### config.mk
export PLATFORM = sky130hd
export DESIGN_NAME = stack_allocator_with_markers
export DESIGN_NICKNAME = d
export VERILOG_FILES = /design/src/design/sawm_pkg.sv /design/src/design/sawm_ctrl.sv /design/src/design/sawm_datapath.sv /design/src/design/stack_allocator_with_markers.sv
export VERILOG_INCLUDE_DIRS = /design/src /design/src/design
export SDC_FILE = /design/constraint.sdc
export NUM_CORES = 2
export LEC_CHECK = 0
export BUFFER_PORTS_ARGS = -buffer_cell sky130_fd_sc_hd__buf_4
export CAP_MARGIN = 25
export CORE_AREA = 2 2 257 259
export CTS_CLUSTER_SIZE = 12
export DETAILED_ROUTE_END_ITERATION = 10
export DIE_AREA = 0 0 259 261
export PLACE_DENSITY_LB_ADDON = 0.08
export SKIP_CTS_REPAIR_TIMING = 1
export SYNTH_ARGS = -nofsm -noshare
export SYNTH_HDL_FRONTEND = slang
export SYNTH_HIERARCHICAL = 1
export SYNTH_SLANG_ARGS = --single-unit
### constraint.sdc
create_clock -name aclk -period 10.2 [get_ports aclk]
set_input_delay 1.02 -clock aclk [delete_from_list [all_inputs] [get_ports aclk]]
set_output_delay 1.02 -clock aclk [all_outputs]
set_load 0.03 [all_outputs]
### src/design/stack_allocator_with_markers_defines.svh
// Assertion macros shared by the stack allocator modules.
`ifndef STACK_ALLOCATOR_WITH_MARKERS_DEFINES_SVH
`define STACK_ALLOCATOR_WITH_MARKERS_DEFINES_SVH

// Same-cycle implication, clocked on aclk, off during reset.
`define SAWM_ASSERT_NOW(label, ante, cons) \
    label: assert property (@(posedge aclk) disable iff (!aresetn) (ante) |-> (cons)) \
        else $error("stack allocator assertion failed");

// Next-cycle implication, clocked on aclk, off during reset.
`define SAWM_ASSERT_NEXT(label, ante, cons) \
    label: assert property (@(posedge aclk) disable iff (!aresetn) (ante) |=> (cons)) \
        else $error("stack allocator assertion failed");

`endif

### src/design/sawm_pkg.sv
// Types and constants for the stack allocator with markers.
package sawm_pkg;

    localparam int DATA_W     = 32;
    localparam int CFG_IDX_W  = 2;
    localparam int NEED_W     = DATA_W + 3;

    localparam logic [CFG_IDX_W-1:0] CFG_BASE = 2'd0;
    localparam logic [CFG_IDX_W-1:0] CFG_SIZE = 2'd1;
    localparam logic [CFG_IDX_W-1:0] CFG_UP   = 2'd2;

    localparam logic [DATA_W-1:0] RST_BASE = 32'd0;
    localparam logic [DATA_W-1:0] RST_SIZE = 32'd65536;
    localparam logic              RST_UP   = 1'b1;

    localparam logic [1:0] REQ_ALLOC   = 2'd0;
    localparam logic [1:0] REQ_RELEASE = 2'd1;
    localparam logic [1:0] REQ_CLEAR   = 2'd2;

    typedef struct packed {
        logic [1:0]        req_type;
        logic [DATA_W-1:0] alloc_size;
        logic [2:0]        align_log2;
        logic [DATA_W-1:0] partner_used;
        logic [DATA_W-1:0] marker_top;
        logic [DATA_W-1:0] marker_count;
    } sawm_in_t;

    typedef struct packed {
        logic              ok;
        logic [DATA_W-1:0] alloc_address;
        logic [DATA_W-1:0] top_address;
        logic [DATA_W-1:0] used_bytes;
        logic [DATA_W-1:0] alloc_count;
    } sawm_out_t;

    typedef struct packed {
        logic load;
        logic eval;
        logic commit;
    } sawm_cmd_t;

endpackage

### src/design/sawm_ctrl.sv
// Request sequencer: input capture, evaluate, commit and output valid.
`include "stack_allocator_with_markers_defines.svh"

module sawm_ctrl
    import sawm_pkg::*;
(
    input  logic      aclk,
    input  logic      aresetn,
    input  logic      s_valid,
    output logic      s_ready,
    output logic      m_valid,
    input  logic      m_ready,
    output sawm_cmd_t cmd_o
);

    typedef enum logic [1:0] {
        ST_IDLE,
        ST_EVAL,
        ST_COMMIT
    } state_t;

    state_t state_reg;
    logic   m_valid_reg;
    logic   slot_free;

    assign slot_free    = !m_valid_reg || m_ready;
    assign s_ready      = (state_reg == ST_IDLE);
    assign m_valid      = m_valid_reg;
    assign cmd_o.load   = s_valid && s_ready;
    assign cmd_o.eval   = (state_reg == ST_EVAL);
    assign cmd_o.commit = (state_reg == ST_COMMIT) && slot_free;

    always_ff @(posedge aclk) begin
        if (!aresetn) begin
            state_reg   <= ST_IDLE;
            m_valid_reg <= 1'b0;
        end else begin
            case (state_reg)
                ST_IDLE: begin
                    if (s_valid) begin
                        state_reg <= ST_EVAL;
                    end
                end
                ST_EVAL: begin
                    state_reg <= ST_COMMIT;
                end
                ST_COMMIT: begin
                    if (slot_free) begin
                        state_reg <= ST_IDLE;
                    end
                end
                default: begin
                    state_reg <= ST_IDLE;
                end
            endcase
            if (cmd_o.commit) begin
                m_valid_reg <= 1'b1;
            end else if (m_ready) begin
                m_valid_reg <= 1'b0;
            end
        end
    end

    `SAWM_ASSERT_NEXT(a_accept_blocks, s_valid && s_ready, !s_ready)
    `SAWM_ASSERT_NEXT(a_commit_shows, cmd_o.commit, m_valid)
    `SAWM_ASSERT_NEXT(a_eval_to_commit, state_reg == ST_EVAL, state_reg == ST_COMMIT)

endmodule

### src/design/sawm_datapath.sv
// Allocator state, configuration registers and request arithmetic.
`include "stack_allocator_with_markers_defines.svh"

module sawm_datapath
    import sawm_pkg::*;
#(
    parameter int ADDR_WIDTH     = 32,
    parameter int MAX_ALIGN_LOG2 = 7
) (
    input  logic                 aclk,
    input  logic                 aresetn,
    input  sawm_cmd_t            cmd_i,
    input  logic                 cfg_we,
    input  logic [CFG_IDX_W-1:0] cfg_index,
    input  logic [DATA_W-1:0]    cfg_wdata,
    input  sawm_in_t             s_data,
    output sawm_out_t            m_data
);

    localparam int AW    = ADDR_WIDTH;
    localparam int PAD_W = MAX_ALIGN_LOG2 + 1;
    localparam int CW    = (AW > DATA_W) ? AW : DATA_W;

    logic [DATA_W-1:0] base_reg, base_next;
    logic [DATA_W-1:0] size_reg, size_next;
    logic              up_reg, up_next;
    logic [AW-1:0]     top_reg;
    logic [DATA_W-1:0] used_reg;
    logic [DATA_W-1:0] cnt_reg;

    sawm_in_t          req_reg;
    logic [PAD_W-1:0]  pad_reg, pad_next;
    logic [NEED_W-1:0] need_reg, need_next;
    logic [AW-1:0]     dist_reg, dist_next;
    logic [AW-1:0]     tms_reg, tms_next;
    sawm_out_t         out_reg;

    logic              cfg_hit;
    logic [AW-1:0]     start_cfg;
    logic [AW-1:0]     start_cur;
    logic [AW-1:0]     region_end;
    logic [2:0]        lg_sat;
    logic [PAD_W-1:0]  amask;
    logic [AW-1:0]     size_a;
    logic [AW-1:0]     mtop_a;
    logic              fit;
    logic              dist_ok;
    logic [AW-1:0]     addr_up;
    logic              nxt_ok;
    logic [AW-1:0]     nxt_addr;
    logic [AW-1:0]     nxt_top;
    logic [DATA_W-1:0] nxt_used;
    logic [DATA_W-1:0] nxt_cnt;
    logic              commit_q;
    logic              is_alloc;
    logic              is_clear;

    // configuration
    always_comb begin
        base_next = base_reg;
        size_next = size_reg;
        up_next   = up_reg;
        cfg_hit   = 1'b0;
        if (cfg_we) begin
            case (cfg_index)
                CFG_BASE: begin
                    base_next = cfg_wdata;
                    cfg_hit   = 1'b1;
                end
                CFG_SIZE: begin
                    size_next = cfg_wdata;
                    cfg_hit   = 1'b1;
                end
                CFG_UP: begin
                    up_next = cfg_wdata[0];
                    cfg_hit = 1'b1;
                end
                default: begin
                    cfg_hit = 1'b0;
                end
            endcase
        end
    end

    assign start_cfg  = up_next ? AW'(base_next) : AW'(base_next) + AW'(size_next);
    assign region_end = AW'(base_reg) + AW'(size_reg);
    assign start_cur  = up_reg ? AW'(base_reg) : region_end;

    // evaluate step
    assign lg_sat = (32'(req_reg.align_log2) > MAX_ALIGN_LOG2) ? 3'(MAX_ALIGN_LOG2)
                                                                : req_reg.align_log2;
    assign amask  = (PAD_W'(1) << lg_sat) - PAD_W'(1);
    assign size_a = AW'(req_reg.alloc_size);
    assign mtop_a = AW'(req_reg.marker_top);

    always_comb begin
        tms_next  = top_reg - size_a;
        pad_next  = up_reg ? (PAD_W'(~top_reg + AW'(1)) & amask) : (PAD_W'(tms_next) & amask);
        need_next = NEED_W'(req_reg.partner_used) + NEED_W'(used_reg)
                  + NEED_W'(req_reg.alloc_size);
        dist_next = up_reg ? (mtop_a - AW'(base_reg)) : (region_end - mtop_a);
    end

    // commit step
    assign fit     = (need_reg + NEED_W'(pad_reg)) <= NEED_W'(size_reg);
    assign dist_ok = CW'(dist_reg) <= CW'(used_reg);
    assign addr_up = top_reg + AW'(pad_reg);

    always_comb begin
        nxt_ok   = 1'b0;
        nxt_addr = '0;
        nxt_top  = top_reg;
        nxt_used = used_reg;
        nxt_cnt  = cnt_reg;
        case (req_reg.req_type)
            REQ_ALLOC: begin
                if ((req_reg.alloc_size != '0) && fit) begin
                    nxt_ok   = 1'b1;
                    nxt_addr = up_reg ? addr_up : (tms_reg - AW'(pad_reg));
                    nxt_top  = up_reg ? (addr_up + size_a) : (tms_reg - AW'(pad_reg));
                    nxt_used = used_reg + DATA_W'(pad_reg) + req_reg.alloc_size;
                    nxt_cnt  = cnt_reg + DATA_W'(1);
                end
            end
            REQ_RELEASE: begin
                if (dist_ok) begin
                    nxt_ok   = 1'b1;
                    nxt_top  = mtop_a;
                    nxt_used = DATA_W'(dist_reg);
                    nxt_cnt  = req_reg.marker_count;
                end
            end
            REQ_CLEAR: begin
                nxt_ok   = 1'b1;
                nxt_top  = start_cur;
                nxt_used = '0;
                nxt_cnt  = '0;
            end
            default: begin
                nxt_ok = 1'b0;
            end
        endcase
    end

    always_ff @(posedge aclk) begin
        if (!aresetn) begin
            base_reg <= RST_BASE;
            size_reg <= RST_SIZE;
            up_reg   <= RST_UP;
            top_reg  <= RST_UP ? AW'(RST_BASE) : AW'(RST_BASE) + AW'(RST_SIZE);
            used_reg <= '0;
            cnt_reg  <= '0;
        end else if (cfg_hit) begin
            base_reg <= base_next;
            size_reg <= size_next;
            up_reg   <= up_next;
            top_reg  <= start_cfg;
            used_reg <= '0;
            cnt_reg  <= '0;
        end else if (cmd_i.commit) begin
            top_reg  <= nxt_top;
            used_reg <= nxt_used;
            cnt_reg  <= nxt_cnt;
        end
    end

    always_ff @(posedge aclk) begin
        if (cmd_i.load) begin
            req_reg <= s_data;
        end
        if (cmd_i.eval) begin
            pad_reg  <= pad_next;
            need_reg <= need_next;
            dist_reg <= dist_next;
            tms_reg  <= tms_next;
        end
        if (cmd_i.commit) begin
            out_reg.ok            <= nxt_ok;
            out_reg.alloc_address <= DATA_W'(nxt_addr);
            out_reg.top_address   <= DATA_W'(nxt_top);
            out_reg.used_bytes    <= nxt_used;
            out_reg.alloc_count   <= nxt_cnt;
        end
    end

    assign m_data = out_reg;

    assign commit_q = cmd_i.commit && !cfg_hit;
    assign is_alloc = (req_reg.req_type == REQ_ALLOC);
    assign is_clear = (req_reg.req_type == REQ_CLEAR);

    `SAWM_ASSERT_NEXT(a_reject_holds, commit_q && !nxt_ok, $stable(top_reg) && $stable(cnt_reg))
    `SAWM_ASSERT_NEXT(a_alloc_grows, commit_q && nxt_ok && is_alloc, used_reg != $past(used_reg))
    `SAWM_ASSERT_NEXT(a_clear_empties, commit_q && is_clear, (used_reg == '0) && (cnt_reg == '0))

endmodule

### src/design/stack_allocator_with_markers.sv
// Top level of the bump-pointer stack allocator with markers.
//
//  channel  direction  handshake          payload
//  s_       in         s_valid / s_ready  sawm_in_t  (one request)
//  m_       out        m_valid / m_ready  sawm_out_t (one result per request)
//  cfg_     in         cfg_we             cfg_index, cfg_wdata
//
// Each item passes through capture, evaluate (padding, fit sum, marker distance),
// and commit into the state and the output register. The next item is taken while a
// result waits in the output register; commit stalls until that register is free.
// Reset is synchronous on aresetn and loads base 0, size 65536, upward growth.
// A configuration write to base, size or direction restarts the allocator at the start of the region.
module stack_allocator_with_markers
    import sawm_pkg::*;
#(
    parameter int ADDR_WIDTH     = 32,
    parameter int MAX_ALIGN_LOG2 = 7
) (
    input  logic                 aclk,
    input  logic                 aresetn,
    input  logic                 cfg_we,
    input  logic [CFG_IDX_W-1:0] cfg_index,
    input  logic [DATA_W-1:0]    cfg_wdata,
    input  logic                 s_valid,
    output logic                 s_ready,
    input  sawm_in_t             s_data,
    output logic                 m_valid,
    input  logic                 m_ready,
    output sawm_out_t            m_data
);

    sawm_cmd_t cmd;

    sawm_ctrl u_ctrl (
        .aclk    (aclk),
        .aresetn (aresetn),
        .s_valid (s_valid),
        .s_ready (s_ready),
        .m_valid (m_valid),
        .m_ready (m_ready),
        .cmd_o   (cmd)
    );

    sawm_datapath #(
        .ADDR_WIDTH     (ADDR_WIDTH),
        .MAX_ALIGN_LOG2 (MAX_ALIGN_LOG2)
    ) u_datapath (
        .aclk      (aclk),
        .aresetn   (aresetn),
        .cmd_i     (cmd),
        .cfg_we    (cfg_we),
        .cfg_index (cfg_index),
        .cfg_wdata (cfg_wdata),
        .s_data    (s_data),
        .m_data    (m_data)
    );

endmodule
# == After elaboration in Yosys (flattened, before gate mapping) ==
# Cells that the tools add are included.
# word_totals
regBits,533
# classes
reduce_logical,15
eq_ne,8
n_addsub,16
n_lt_le_gt_ge,2
shift,1
muxes,33
bitwise,4
# ops
operator,count
two-way mux 32 bit,17
one-hot mux 32 bit (3 select lines),3
adder 32 bit,4
subtractor 32 bit,3
adder 32 x 8 -> 32 bit,2
adder 35 x 32 -> 35 bit,1
adder 35 x 8 -> 35 bit,1
<= comparator 35 x 32 -> 1 bit,1
adder 32 x 32 -> 33 bit,1
adder 32 x 1 -> 32 bit (second input constant),1
<= comparator 32 bit,1
nonzero test 32 bit,1
subtractor 32 x 8 -> 32 bit,1
AND 8 bit,2
adder 8 x 1 -> 8 bit (second input constant),1
two-way mux 1 bit,8
two-way mux 8 bit,1
NOT 8 bit,1
<< shifter 1 x 3 -> 8 bit (first input constant),1
subtractor 8 x 2 -> 8 bit (second input constant),1
equality test 2 x 1 -> 1 bit (second input constant),3
equality test 2 bit (second input constant),3
zero test 2 bit,3
one-hot mux 2 bit (3 select lines),1
other kinds (12),17

# == Depth between registers and ports, before layout ==
# logic_depth
ltp_word,7
ltp_mapped,26
depth_no_buf,25

# == Cells and area by module ==
# The synthesis kept the hierarchy.
# by_module_without_submodules
mod,cells_each,seq_area_each_um2,area_per_inst_um2,n_inst
sawm_datapath,4336,14273.7,39676.8,1
sawm_ctrl,13,60.1,138.9,1

# == Least setup slack after synthesis ==
# No wires, ideal clock.
# synth_timing
kind,input-to-reg
from,input m_ready
to,register u_datapath.top_reg[24]
cell_stages,8
path_slack_ns,1.961
arrival_time_ns,8.135
n_path_buf,2
setup_time_ns,0.103
required_ns,10.097
path_cell_list,nand2b_1 nor2b_1 clkbuf_1 inv_1 nor2_1 clkbuf_1 nor3_1 a2111oi_2
# synth_rtl
item,line,source
start: declaration,stack_allocator_with_markers.sv:28,"input logic m_ready,"
end signal: assignment,sawm_datapath.sv:150,top_reg <= RST_UP ? AW'(RST_BASE) : AW'(RST_BASE) + AW'(RST_SIZE);
end signal: assignment,sawm_datapath.sv:157,top_reg <= start_cfg;
end signal: assignment,sawm_datapath.sv:161,top_reg <= nxt_top;
end: declaration,sawm_datapath.sv:27,logic [AW-1:0] top_reg;

# == Worst setup path in the final report ==
# layout_timing
from,register u_datapath.pad_reg[1]
to,register u_datapath.used_reg[29]
# layout_via
elab_chain_cells,5
# layout_rtl
item,line,source
start: declaration,sawm_datapath.sv:32,"logic [PAD_W-1:0] pad_reg, pad_next;"
start signal: assignment,sawm_datapath.sv:172,pad_reg <= pad_next;
adder 35 x 8 -> 35 bit,sawm_datapath.sv:105,assign fit = (need_reg + NEED_W'(pad_reg)) <= NEED_W'(size_reg);
<= comparator 35 x 32 -> 1 bit,sawm_datapath.sv:105,
logical AND 1 bit,sawm_datapath.sv:117,if ((req_reg.alloc_size != '0) && fit) begin
two-way mux 32 bit (*),sawm_datapath.sv:117,
one-hot mux 32 bit (3 select lines) (*),sawm_datapath.sv:115,case (req_reg.req_type)
end signal: assignment,sawm_datapath.sv:162,used_reg <= nxt_used;
end: declaration,sawm_datapath.sv:28,logic [DATA_W-1:0] used_reg;
# Mark *: on every way between the ends. The rest lies on a longest branch, timed or not.
# A chain may end at the register's enable or synchronous reset.

==> impl_summary.md <==
Run status
The flow ran to the end, and the final reports show no timing, DRC or antenna violations.

Synthesis
The fraction of synthesis flops using an asynchronous set or reset pin is 0%. The xor/xnor cell area share of the yosys netlist is 6.31%. After synthesis, the mean cell area works out to 9.16 um2. The warning count from the yosys run is 6. The synthesized netlist occupies a cell area of 39,800 um2. The cell taking the most area after synthesis is edfxtp_1. The share of synthesized cell area in and, or, nand and nor gates is 15.7%.

Summing the areas of all compound-gate instances in the mapped netlist gives 21.8% of the synthesized area. After synthesis, the largest family of logic cells by area is compound AO/OA/AOI/OAI gates. Sequential elements use 36.0% of the synthesized area. Measured against the total synthesized area, the mux share comes to 1.82%. In this run, synthesis inferred 368 flip-flops with an integrated enable. The share of synthesized area in the top cell type comes to 27.8%. Summing the areas of all fa, ha and maj instances in the mapped netlist gives 13.9% of the synthesized area.

The number of nets in the synthesized netlist is 4,932. In this run, synthesis produced a sequential element count of 532. In the synthesized netlist, the number of instances is 4,349.

The number of distinct library cell variants in the gate-level netlist after synthesis is 105. The most used flip-flop cell after synthesis is edfxtp_1. Sorting the synthesized cells by area gives the leading types as edfxtp_1 28%, ha_1 11%, dfxtp_1 8.2%.

Detailed routing
The per-cell routed wire length is 24.2 um. In this run the remaining antenna-violating nets after routing total 0. Dividing the detail-routed via count by the number of cells gives 6.47.

The post-detailed-routing wire length is 134,000 um. The detailed router's first-iteration violation count is 4,624. Detailed routing inserted a total of 35,800 vias. For this run, design rule violations remaining after detail routing come to 0. Before antenna repair, the detailed router went through 7 iterations.

Cells and area
The number of flip-flops in the largest register is 129. In the final layout, flip-flops and latches occupy 14,300 um2. The share of final-layout standard cells stronger than drive strength 1 is 12.1%.

The area growth from synthesis to layout is 13.2%. The final non-filler cell total is 5,528. The fill cell total of the finished layout is 5,259. The utilization of the core after routing is 69.3%. After the last flow step, the layout net total stands at 5,193. Summing all multi-input logic gate instances after layout gives 23,800 um2.

Floorplanning
303 I/O pins were placed. The die is 259 um wide. The effective utilization at floorplan is 61.2%. The die outline height is 261 um. The number of rows created at floorplan is 94.

The die area is 67,600 um2. In this run the standard cell core region covers 65,000 um2.

Global routing
The number of global-route vias before repair is 33,300. The largest net degree at the start of global routing is 135. Global routing consumed, over all layers together, 38.6% of the routing resources. The initial antenna violation count is 10. The overall overflow remaining after global route is 0. The global-route wire length before repair is 197,000 um.

Timing
The maximum frequency from static timing analysis is 156 MHz. The number of endpoints with negative hold slack in the final report was 0. After layout, the worst path uses 62.8% of the clock period. Measured against its own limit, the worst slew margin works out to 17.7%. On the final layout, the worst clock skew is 0.0522 ns.

The transition at the pin with the smallest max-transition slack is 1.22 ns. Setup repair after global routing left no endpoint under its margin. The minimum clock period after layout is 6.41 ns. The number of slew-limit violations in the final report was 0. The number of setup violations in the final report is 0. The aggregate negative setup slack is 0 ns.

Worst setup path
The endpoint kind of the worst setup timing path is a flop. In this run the critical register-to-register path is launched from u_datapath/pad_reg[1]. The category of the critical setup timing path is flop to flop.

The maximum fanout along the worst path is 31. STA puts the critical path data arrival time at 6.97 ns. The source of the critical timing path is u_datapath/pad_reg[1].

The data required time of the critical path is 10.76 ns. The worst reg-to-reg setup slack is 3.79 ns. The startpoint kind of the worst setup timing path is a flop.

CTS
The clock root buffer master is clkbuf_16. The latest clock arrival within the worst-skew pair is 0.67 ns. The TritonCTS clock tree is done. After clock tree synthesis, the clock-pin slew on the worst setup and hold paths is 0.06 ns. Clock tree synthesis found a total of 532 sinks. Counting along the longest clock path gives a buffer depth of 3.

The number of H-tree levels is 2. The total CTS buffers is 60.

Pwr
In this run the power density over the cells is 142 nW/um2. VDD sags by at most 0.125 mV. The leakage power of the design is 19.4 nW.

Flow run
The number of maximum-capacitance constraint violations is 0.

Placed design
The count of buffers inserted at the top-level ports is 302. Detailed placement finished with a half-perimeter wire length of 102,000 um. In this run, placement finished with an instance count of 5,412.

Routability-driven placement finished with a final weighted congestion of 0.997.

Hold path
The startpoint identified for the worst hold timing path is s_data[23]. The path class of the tightest hold or removal check is input port to flop.
## cell families after synthesis
logic type / count (synthesis)
AOI/OAI and AO/OA: 1293
xor gates and xnor gates: 287
adders and majority gates: 411
buffers and inverters: 466
DFF: 532
muxes: 68
other: 1
and+or+nand+nor: 1291
## critical path, stage by stage (launching register included)
cell      delay (ns)
edfxtp_1        0.49
inv_1           0.17
fa_1            0.48
nor2b_1         0.13
o21ai_1         0.10
a21oi_2         0.23
nor4b_4         0.09
nor4_1          0.65
and3_1          0.30
nand3_1         0.11
xnor2_1         0.15
ha_1            0.30
nand4_1         0.11
nor4_1          0.47
a22oi_1         0.19
a21boi_1        0.47
a21oi_2         0.08
o21ai_2         0.13
buf_4           0.47
inv_1           0.46
nand2_1         0.29
a21oi_1         0.11
a311oi_1        0.31
## area by class of cell
type,count,area share [%]
inverters,319,2.66
clock inverters,23,0.650
clock buffers,91,3.88
repair buffers,346,5.81
well taps,864,2.40
multi-input cells,3351,52.8
flip-flops and latches,532,31.8
diodes,2,0.0111
## final timing paths
path                             endpoint  cells after the start
hold reg to reg            u_ctrl/m_valid                      2
setup reg to reg  u_datapath/used_reg[29]                     22
setup / recovery  u_datapath/used_reg[29]                     22
hold / removal     u_datapath/req_reg[23]                      1
## where the power goes
| part | switching (mW) | total (mW) | internal (mW) |
|---|---|---|---|
| clock network | 0.952 | 2.24 | 1.29 |
| registers | 0.130 | 2.59 | 2.46 |
| logic | 0.962 | 1.57 | 0.609 |
## per-stage QoR
stage / total power, mW / hold WS, ns / setup WS, ns / cell area, um2
2_1_floorplan: 3.64 / 0.489 / 1.96 / 39800
3_3_place_gp: 4.13 / 0.518 / 3.89 / 43000
3_5_place_dp: 4.14 / 0.529 / 3.95 / 43000
4_1_cts: 6.37 / 0.492 / 3.99 / 45100
5_1_grt: 6.64 / 0.510 / 3.55 / 45100
6_report: 6.41 / 0.526 / 3.79 / 45100
## metal layers
layer  wire (um)  track usage (%)  part of all wire, %  up-vias
met5          54                0                0.040        -
met3       14700             7.18                   11      330
met2       58100             59.4                   43     1921
met4        5870             15.6                  4.4        8
li1            -                -                    -    16500
met1       55300             53.7                   41    17000
## cells in the final DEF (no fill, tap or decap), types with 20 or more instances in the layout
master     Yosys  routed
o21bai_1      30      30
xnor2_1      168     168
clkbuf_16      0      61
nor3_1       100     100
a211oi_1      64      64
a222oi_1      20      20
a22oi_1       25      25
fa_1          51      51
nand2_1      322     321
and3_1        49      49
nor4_1        28      28
or2_2         21      21
and2_1        52      52
edfxtp_1     368     368
buf_4          2     344
o21a_1        83      83
mux2_2        34      34
o211a_1       26      26
a21o_1       129     129
a31oi_1       36      36
xor2_1       119     119
ha_1         360     360
or3_1         24      24
inv_1        318     316
dfxtp_1      164     163
nand2b_1      44      44
nand4_1       47      47
o21ai_0      233     233
o211ai_1      53      53
nor2b_1       40      39
mux2i_1       34      33
o31ai_1       36      36
nor2_1       384     381
nand3_1      100     100
a21oi_1      337     335
## synthesized netlist by cell type (40+ instances only)
master,instances
nor2_1,384
nor3_1,100
nand3_1,100
clkbuf_1,120
o21a_1,83
nand2b_1,44
o21ai_0,233
nor2b_1,40
nand2_1,322
xor2_1,119
a211oi_1,64
dfxtp_1,164
xnor2_1,168
a21o_1,129
a21oi_1,337
fa_1,51
o211ai_1,53
inv_1,318
ha_1,360
nand4_1,47
and3_1,49
and2_1,52
edfxtp_1,368
Note: power is estimated with default switching activity, not from simulation.
